File: config.mk
export PLATFORM = sky130hd
export DESIGN_NAME = triangle_contour_slicer_core
export DESIGN_NICKNAME = d
export VERILOG_FILES = /design/src/rtl/tcs_pkg.sv /design/src/rtl/triangle_contour_slicer_core.sv
export SDC_FILE = /design/constraint.sdc
export NUM_CORES = 2
export LEC_CHECK = 0
export BUFFER_PORTS_ARGS = -buffer_cell sky130_fd_sc_hd__buf_2
export CORE_UTILIZATION = 60
export DETAILED_ROUTE_END_ITERATION = 8
export GPL_TIMING_DRIVEN = 0
export PLACE_DENSITY = 0.88
export SYNTH_ARGS = -nofsm -noshare
export SYNTH_HDL_FRONTEND = slang
export SYNTH_SLANG_ARGS = --single-unit
File: constraint.sdc
create_clock -name i_clk -period 11.2 [get_ports i_clk]
set_input_delay 3.36 -clock i_clk [delete_from_list [all_inputs] [get_ports i_clk]]
set_output_delay 3.36 -clock i_clk [all_outputs]
set_load 0.03 [all_outputs]
File: src/rtl/tcs_pkg.sv
// ----------------------------------------------------------------------------
// tcs_pkg: shared types and constants of the triangle contour slicer
// Holds the payload structs, the register indexes and the state encoding.
// ----------------------------------------------------------------------------
package tcs_pkg;

    localparam int unsigned CW = 24;
    localparam int unsigned SW = 23;
    localparam int unsigned IW = 8;
    localparam int unsigned FW = 16;

    localparam logic [1:0] REG_TOP    = 2'd0;
    localparam logic [1:0] REG_BOTTOM = 2'd1;
    localparam logic [1:0] REG_STEP   = 2'd2;

    typedef struct packed {
        logic signed [CW-1:0] corner_a_x;
        logic signed [CW-1:0] corner_a_y;
        logic signed [CW-1:0] corner_a_z;
        logic signed [CW-1:0] corner_b_x;
        logic signed [CW-1:0] corner_b_y;
        logic signed [CW-1:0] corner_b_z;
        logic signed [CW-1:0] corner_c_x;
        logic signed [CW-1:0] corner_c_y;
        logic signed [CW-1:0] corner_c_z;
    } t_tri;

    typedef struct packed {
        logic                 found;
        logic        [IW-1:0] level_index;
        logic signed [CW-1:0] start_x;
        logic signed [CW-1:0] start_y;
        logic signed [CW-1:0] start_z;
        logic signed [CW-1:0] end_x;
        logic signed [CW-1:0] end_y;
        logic signed [CW-1:0] end_z;
    } t_seg;

    typedef enum logic [2:0] {
        ST_IDLE,
        ST_SCAN,
        ST_DIV,
        ST_MUL,
        ST_OUT
    } t_state;

endpackage

File: src/rtl/triangle_contour_slicer_core.sv
// ----------------------------------------------------------------------------
// triangle_contour_slicer_core: first contour level that cuts two triangle edges
// Scans levels from the top, then interpolates both crossing points with a
// bit-serial divider and a bit-serial multiplier.
// ----------------------------------------------------------------------------
//  channel | direction | handshake          | payload
//  in      | input     | i_valid / o_stall  | tcs_pkg::t_tri
//  out     | output    | o_valid / i_stall  | tcs_pkg::t_seg
//  cfg     | input     | i_cfg_we           | i_cfg_index, i_cfg_data
//
// Per transaction the core loads the triangle, scans the levels and, when a
// level is found, runs two divisions and six multiplies before the output
// state; when no level is found it goes from the scan straight to the output
// state. One level is tested per cycle; the shared one-bit-a-cycle divider
// and multiplier handle the interpolation. The result is registered into the
// output register as the core leaves its output state.
// Reset (synchronous, active low) returns to idle with default registers.
// A finished result moves into the output register, which holds while
// i_stall is high; the core holds its own result while the output register
// is still full, and stalls the input whenever it is not idle.
module triangle_contour_slicer_core #(
    parameter int MAX_LEVELS = 256
) (
    input  logic            i_clk,
    input  logic            i_rst_n,
    input  logic            i_valid,
    output logic            o_stall,
    input  tcs_pkg::t_tri   i_data,
    output logic            o_valid,
    input  logic            i_stall,
    output tcs_pkg::t_seg   o_data,
    input  logic            i_cfg_we,
    input  logic [1:0]      i_cfg_index,
    input  logic [23:0]     i_cfg_data
);
    import tcs_pkg::*;

    localparam int KW = $clog2(MAX_LEVELS + 1);
    localparam int HW = CW + 2;

    t_state r_state, n_state;

    logic signed [CW-1:0] r_top, r_bot;
    logic        [SW-1:0] r_step;

    // Vertex store: index 0 = a, 1 = b, 2 = c; coordinate 0..2 = x, y, z.
    logic signed [CW-1:0] r_v [3][3];
    logic signed [HW-1:0] r_h;
    logic        [KW-1:0] r_k;
    logic                 r_found;

    // Chosen edges: lower and higher endpoint vertex index per crossing.
    logic [1:0] r_lo [2];
    logic [1:0] r_hi [2];

    // Serial unit state.
    logic        [2:0]    r_sel;     // which coordinate (0..5) is in the multiplier
    logic        [4:0]    r_cnt;
    logic        [CW:0]   r_rem;
    logic        [CW:0]   r_den;
    logic        [FW:0]   r_quo;
    logic        [FW-1:0] r_coef [2];
    logic        [FW-1:0] r_msh;
    logic signed [CW+FW+1:0] r_acc;
    logic signed [CW:0]   r_dif;
    logic signed [CW-1:0] r_res [6];

    // Output register.
    logic                 r_oval;
    t_seg                 r_odata;

    // Edge test at the current level.
    logic [2:0] w_cr;
    logic [1:0] w_ep [3][2];
    always_comb begin
        w_ep[0][0] = 2'd0; w_ep[0][1] = 2'd1;
        w_ep[1][0] = 2'd0; w_ep[1][1] = 2'd2;
        w_ep[2][0] = 2'd1; w_ep[2][1] = 2'd2;
        for (int e = 0; e < 3; e++) begin
            logic signed [HW-1:0] zp, zq;
            zp = HW'(r_v[w_ep[e][0]][2]);
            zq = HW'(r_v[w_ep[e][1]][2]);
            w_cr[e] = (zp < r_h && zq > r_h) || (zp > r_h && zq < r_h);
        end
    end

    logic w_two;
    assign w_two = ($countones(w_cr) == 2);
    logic w_end;
    assign w_end = (r_h < HW'(r_bot)) || (r_k == KW'(MAX_LEVELS));

    logic [1:0] w_e0, w_e1;
    always_comb begin
        w_e0 = w_cr[0] ? 2'd0 : 2'd1;
        w_e1 = w_cr[2] ? 2'd2 : 2'd1;
    end

    // Divider operands for crossing r_sel[0]-selected edge; the multiplier
    // takes the edge from the upper half of r_sel.
    logic        w_ci;
    logic [1:0]  w_lo, w_hi;
    assign w_ci = (r_state == ST_DIV) ? r_sel[0] : (r_sel >= 3'd3);
    assign w_lo = r_lo[w_ci];
    assign w_hi = r_hi[w_ci];

    logic [1:0]  w_cc;
    always_comb begin
        case (r_sel)
            3'd0, 3'd3: w_cc = 2'd0;
            3'd1, 3'd4: w_cc = 2'd1;
            default:    w_cc = 2'd2;
        endcase
    end

    logic [CW+1:0] w_sub;
    assign w_sub = {r_rem, 1'b0} - {1'b0, r_den};

    logic signed [CW+FW+1:0] w_add;
    assign w_add = r_acc + (r_msh[0] ? ((CW+FW+2)'(r_dif) <<< 16) : '0);

    assign o_stall = (r_state != ST_IDLE);

    // Hand the finished result to the output register once it is free.
    logic w_load;
    assign w_load = (r_state == ST_OUT) && (!r_oval || !i_stall);

    t_seg w_seg;
    always_comb begin
        w_seg = '0;
        if (r_found) begin
            w_seg.found       = 1'b1;
            w_seg.level_index = r_k[IW-1:0];
            w_seg.start_x     = r_res[0];
            w_seg.start_y     = r_res[1];
            w_seg.start_z     = r_res[2];
            w_seg.end_x       = r_res[3];
            w_seg.end_y       = r_res[4];
            w_seg.end_z       = r_res[5];
        end
    end

    always_comb begin
        n_state = r_state;
        case (r_state)
            ST_IDLE: if (i_valid) n_state = ST_SCAN;
            ST_SCAN: begin
                if (w_end) n_state = ST_OUT;
                else if (w_two) n_state = ST_DIV;
            end
            ST_DIV: if (r_cnt == 5'd16 && r_sel == 3'd1) n_state = ST_MUL;
            ST_MUL: if (r_cnt == 5'd16 && r_sel == 3'd5) n_state = ST_OUT;
            ST_OUT: if (w_load) n_state = ST_IDLE;
            default: n_state = ST_IDLE;
        endcase
    end

    always_ff @(posedge i_clk) begin
        if (!i_rst_n) begin
            r_state <= ST_IDLE;
            r_top   <= 24'sd65536;
            r_bot   <= '0;
            r_step  <= 23'd6554;
            r_oval  <= 1'b0;
            r_odata <= '0;
        end else begin
            r_state <= n_state;
            if (w_load) begin
                r_oval  <= 1'b1;
                r_odata <= w_seg;
            end else if (!i_stall) begin
                r_oval  <= 1'b0;
            end
            if (i_cfg_we) begin
                case (i_cfg_index)
                    REG_TOP:    r_top  <= i_cfg_data;
                    REG_BOTTOM: r_bot  <= i_cfg_data;
                    REG_STEP:   r_step <= i_cfg_data[SW-1:0];
                    default: ;
                endcase
            end
        end
    end

    always_ff @(posedge i_clk) begin
        case (r_state)
            ST_IDLE: begin
                r_v[0][0] <= i_data.corner_a_x; r_v[0][1] <= i_data.corner_a_y;
                r_v[0][2] <= i_data.corner_a_z; r_v[1][0] <= i_data.corner_b_x;
                r_v[1][1] <= i_data.corner_b_y; r_v[1][2] <= i_data.corner_b_z;
                r_v[2][0] <= i_data.corner_c_x; r_v[2][1] <= i_data.corner_c_y;
                r_v[2][2] <= i_data.corner_c_z;
                r_h     <= HW'(r_top);
                r_k     <= '0;
                r_found <= 1'b0;
            end
            ST_SCAN: begin
                if (!w_end && w_two) begin
                    r_found <= 1'b1;
                    // Order each chosen edge as lower, higher endpoint.
                    if (r_v[w_ep[w_e0][0]][2] < r_v[w_ep[w_e0][1]][2]) begin
                        r_lo[0] <= w_ep[w_e0][0]; r_hi[0] <= w_ep[w_e0][1];
                    end else begin
                        r_lo[0] <= w_ep[w_e0][1]; r_hi[0] <= w_ep[w_e0][0];
                    end
                    if (r_v[w_ep[w_e1][0]][2] < r_v[w_ep[w_e1][1]][2]) begin
                        r_lo[1] <= w_ep[w_e1][0]; r_hi[1] <= w_ep[w_e1][1];
                    end else begin
                        r_lo[1] <= w_ep[w_e1][1]; r_hi[1] <= w_ep[w_e1][0];
                    end
                    r_sel <= 3'd0;
                    r_cnt <= 5'd0;
                end else if (!w_end) begin
                    r_h <= r_h - HW'(r_step);
                    r_k <= r_k + 1'b1;
                end
            end
            ST_DIV: begin
                // Restoring division, one quotient bit a cycle; step 0 loads.
                if (r_cnt == 5'd0) begin
                    r_rem <= (CW+1)'(r_h - HW'(r_v[w_lo][2]));
                    r_den <= (CW+1)'(HW'(r_v[w_hi][2]) - HW'(r_v[w_lo][2]));
                    r_quo <= '0;
                    r_cnt <= 5'd1;
                end else begin
                    if (!w_sub[CW+1]) begin
                        r_rem <= w_sub[CW:0];
                        r_quo <= {r_quo[FW-1:0], 1'b1};
                    end else begin
                        r_rem <= {r_rem[CW-1:0], 1'b0};
                        r_quo <= {r_quo[FW-1:0], 1'b0};
                    end
                    if (r_cnt == 5'd16) begin
                        r_coef[r_sel[0]] <= w_sub[CW+1] ? {r_quo[FW-2:0], 1'b0}
                                                        : {r_quo[FW-2:0], 1'b1};
                        r_cnt <= 5'd0;
                        r_sel <= (r_sel == 3'd0) ? 3'd1 : 3'd0;
                    end else begin
                        r_cnt <= r_cnt + 1'b1;
                    end
                end
                if (r_cnt == 5'd16 && r_sel == 3'd1) r_sel <= 3'd0;
            end
            ST_MUL: begin
                // Shift-add multiply of coefficient by difference, LSB first.
                if (r_cnt == 5'd0) begin
                    r_msh <= r_coef[w_ci];
                    r_dif <= (CW+1)'(r_v[w_hi][w_cc]) - (CW+1)'(r_v[w_lo][w_cc]);
                    r_acc <= '0;
                    r_cnt <= 5'd1;
                end else begin
                    r_acc <= w_add >>> 1;
                    r_msh <= r_msh >> 1;
                    if (r_cnt == 5'd16) begin
                        r_res[r_sel] <= r_v[w_lo][w_cc] +
                            CW'(((w_add >>> 1) + (CW+FW+2)'(32768)) >>> 16);
                        r_cnt <= 5'd0;
                        r_sel <= r_sel + 1'b1;
                    end else begin
                        r_cnt <= r_cnt + 1'b1;
                    end
                end
            end
            default: ;
        endcase
        if (r_state == ST_DIV && n_state == ST_MUL) begin
            r_sel <= 3'd0;
            r_cnt <= 5'd0;
        end
    end

    // Division entry: after the first coefficient, r_sel selects edge 1.
    // (r_sel[0] doubles as the edge index during division.)

    assign o_valid = r_oval;
    assign o_data  = r_odata;

endmodule
==> flow_summary.json <==
{
  "status": "finished, final reports clean",
  "drtIter0Drc": 4127,
  "endpoint": "r_res[1][22]",
  "clk_latency_ns": 0.67,
  "ioPinCount": 402,
  "die_h_um": 272,
  "vias_per_cell": 6.19,
  "cp_num_buf_inv": 6,
  "worst_ep_arrival_time_ns": 9.07,
  "synth_seq_cells": 803,
  "first_pass_iters": 9,
  "syn_inst": 4292,
  "n_fill_cell": 5001,
  "start_util_pct": 61.0,
  "hold_viol_final": 0,
  "crit_path_start": "r_sel[0]",
  "wl_per_cell_um": 22.1,
  "worstSetupPathType": "reg -> reg",
  "yosysSeqAreaShare_pct": 49.6,
  "antenna_left": 0,
  "hold_buffers": 0,
  "htreeDepth": 3,
  "die_width_um": 272,
  "clock_sinks": 803,
  "synth_edf_count": 567,
  "whs_path_depth": 2,
  "r2r-end": "r_res[1][22]",
  "yosys.area.top_type_share_pct": 38.8,
  "track_usage_pct": 33.8,
  "dpl.hpwl_um": 97100,
  "grt_max_degree": 149,
  "hold_class": "reg -> reg",
  "via_count": 35959,
  "max-slew-margin-rel_pct": 13.5,
  "cpPeakStageDelay_ns": 0.79,
  "synth_area_leader_cell": "edfxtp_1",
  "synth_warnings": 0,
  "setup_tns_ns": 0,
  "cp_slowest_cell": "xnor2_1",
  "clk_pin_slew_ns": 0.06,
  "syn-num-nets": 4872,
  "grt_pass1_wl_um": 193000,
  "grt_antenna_before_repair": 3,
  "setup_viol": 0,
  "grt_pass1_vias": 33902,
  "cp-start-kind": "flop",
  "crit_fanout": 10,
  "synthTopCellsByArea": "edfxtp_1, dfxtp_1, ha_1",
  "cts_buffers": 84,
  "gp_congestion": 1.06,
  "synth_area_um2": 43900,
  "rows": 98,
  "routed_wl_um": 129000,
  "grt_overflow": 0,
  "rr_worst_depth": 25,
  "synth_flop_cell": "edfxtp_1",
  "die-area_um2": 74200,
  "synth-async-reset-ratio_pct": 0,
  "r2r-start": "r_sel[0]",
  "syn_avg_cell_area_um2": 10.2,
  "drive_above_1_share_pct": 12.6,
  "cts_resized": 0,
  "fin_skew_ns": 0.0313,
  "rsz0062_at_grt": "false",
  "slew_viol_final": 0,
  "path_depth": 25,
  "critPathTopFamily": "compound AO/OA/AOI/OAI gates",
  "cts_tree": "built",
  "multi_input_area_um2": 20600,
  "period_needed_ns": 8.77,
  "seq_area_um2": 21800,
  "cts_setup_buffers": 0,
  "area_growth_pct": 14.4,
  "drc": 0,
  "maxCapViolations": 0,
  "path_common_cell": "clkbuf_1",
  "cp.required_ns": 11.50,
  "cts_buffer_depth": 3,
  "io_buffers": 400,
  "synth_cell_types": 92,
  "cts_root_buffer": "clkbuf_16",
  "end_kind": "flop",
  "worstMarginPinSlew_ns": 1.28,
  "core_area_um2": 72000,
  "period_share_pct": 78.3,
  "layout.nets": 5372,
  "r2r_setup_slack_ns": 2.43,
  "clock.fmax_ghz": 0.114
}
[synthesized netlist by cell type (164+ instances only)]
library cell and count:
ha_1 325, a21boi_0 225, nand3_1 195, nand2_1 641, dfxtp_1 236, mux2i_1 179, o21ai_0 178, clkbuf_1 164
a21oi_1 193, edfxtp_1 567, nor2_1 230, inv_1 220
[per-layer routing]
metal / wire length, um / vias up / global-route usage (%)
met3: 12800 / 392 / 6.22
met5: 0 / - / 0
met4: 7560 / 0 / 17.9
met1: 50500 / 16926 / 44.2
met2: 57700 / 2125 / 53.6
li1: - / 16516 / -
[cells in the final DEF (no fill, tap or decap), drive strengths merged, types with 28 or more instances in the layout]
master  synthesis  routed
a211oi         47      47
nand3         195     195
xor2           44      44
buf            26     440
inv           220     232
and2           66      66
edfxtp        567     567
a21boi        225     225
nand2         641     641
ha            325     325
nand4          39      39
and3           28      28
a31oi          56      56
o21ai         191     191
o21a           33      33
nor3           42      42
nor2b          57      57
o22ai          28      28
a21o           70      70
xnor2         117     117
a21oi         195     195
nand2b         33      33
nor2          230     230
dfxtp         236     236
clkbuf        164     283
mux2i         179     179
[state kept, by name, indices dropped and copies added, names as in the netlist, 23 cells and up]
signal  flops
o_data    153
r_acc      25
r_bot      24
r_coef     32
r_den      25
r_dif      25
r_h        26
r_rem      25
r_res     144
r_step     23
r_top      24
r_v       216
[kinds of logic (layout without fill, tap and decap cells)]
kind of cell	after synthesis	count (layout)	share of synthesized area [%]
other	0	1	0
flip-flops	803	803	49.6
AND/OR/NAND/NOR	1392	1392	14.4
XOR/XNOR	162	162	3.27
AO/OA/AOI/OAI	1008	1008	15.3
multiplexers	183	183	4.21
buffers and inverters	411	981	3.58
adder cells (fa/ha/maj)	333	333	9.63
[layout make-up]
cell class / instances / share of cell area, %
sequential: 803 / 43.3
multi-input combinational: 3078 / 41.0
clock buffer: 119 / 4.83
timing repair buffer: 414 / 4.46
tap: 950 / 2.37
inverter: 221 / 1.67
buffer: 190 / 1.48
clock inverter: 37 / 0.805
antenna: 1 / 0.00499
[worst min path at each step]
stage	from	to	slack (ns)
after global routing	o_data[110]	o_data[110]	0.47
after detailed placement	o_data[39]	o_data[39]	0.45
final	o_data[39]	o_data[39]	0.45
after global placement	r_quo[14]	r_coef[0][15]	0.43
after CTS	o_data[39]	o_data[39]	0.46
after floorplan	r_quo[14]	r_coef[0][15]	0.42
[metrics by stage]
| step | std cells | hold WS (ns) | worst slack [ns] | util (%) | area [um2] |
|---|---|---|---|---|---|
| floorplan | 4292 | 0.421 | 4.11 | - | 43900 |
| global placement | 5642 | 0.425 | 1.26 | 65.4 | 47100 |
| detailed placement | 5656 | 0.452 | 2.90 | 65.8 | 47400 |
| CTS | 5812 | 0.459 | 2.70 | 69.7 | 50200 |
| global route | 5813 | 0.473 | 2.10 | 69.7 | 50200 |
| finish | 5813 | 0.454 | 2.43 | 69.7 | 50200 |
[worst min-delay path, cell delays in order (launching register included)]
cell and delay (ns):
dfxtp_1 0.30, nand2_1 0.04, a21boi_0 0.06
Power is not shown: default switching activity piles up to over one toggle a cycle in this logic, so the estimate is an artifact.
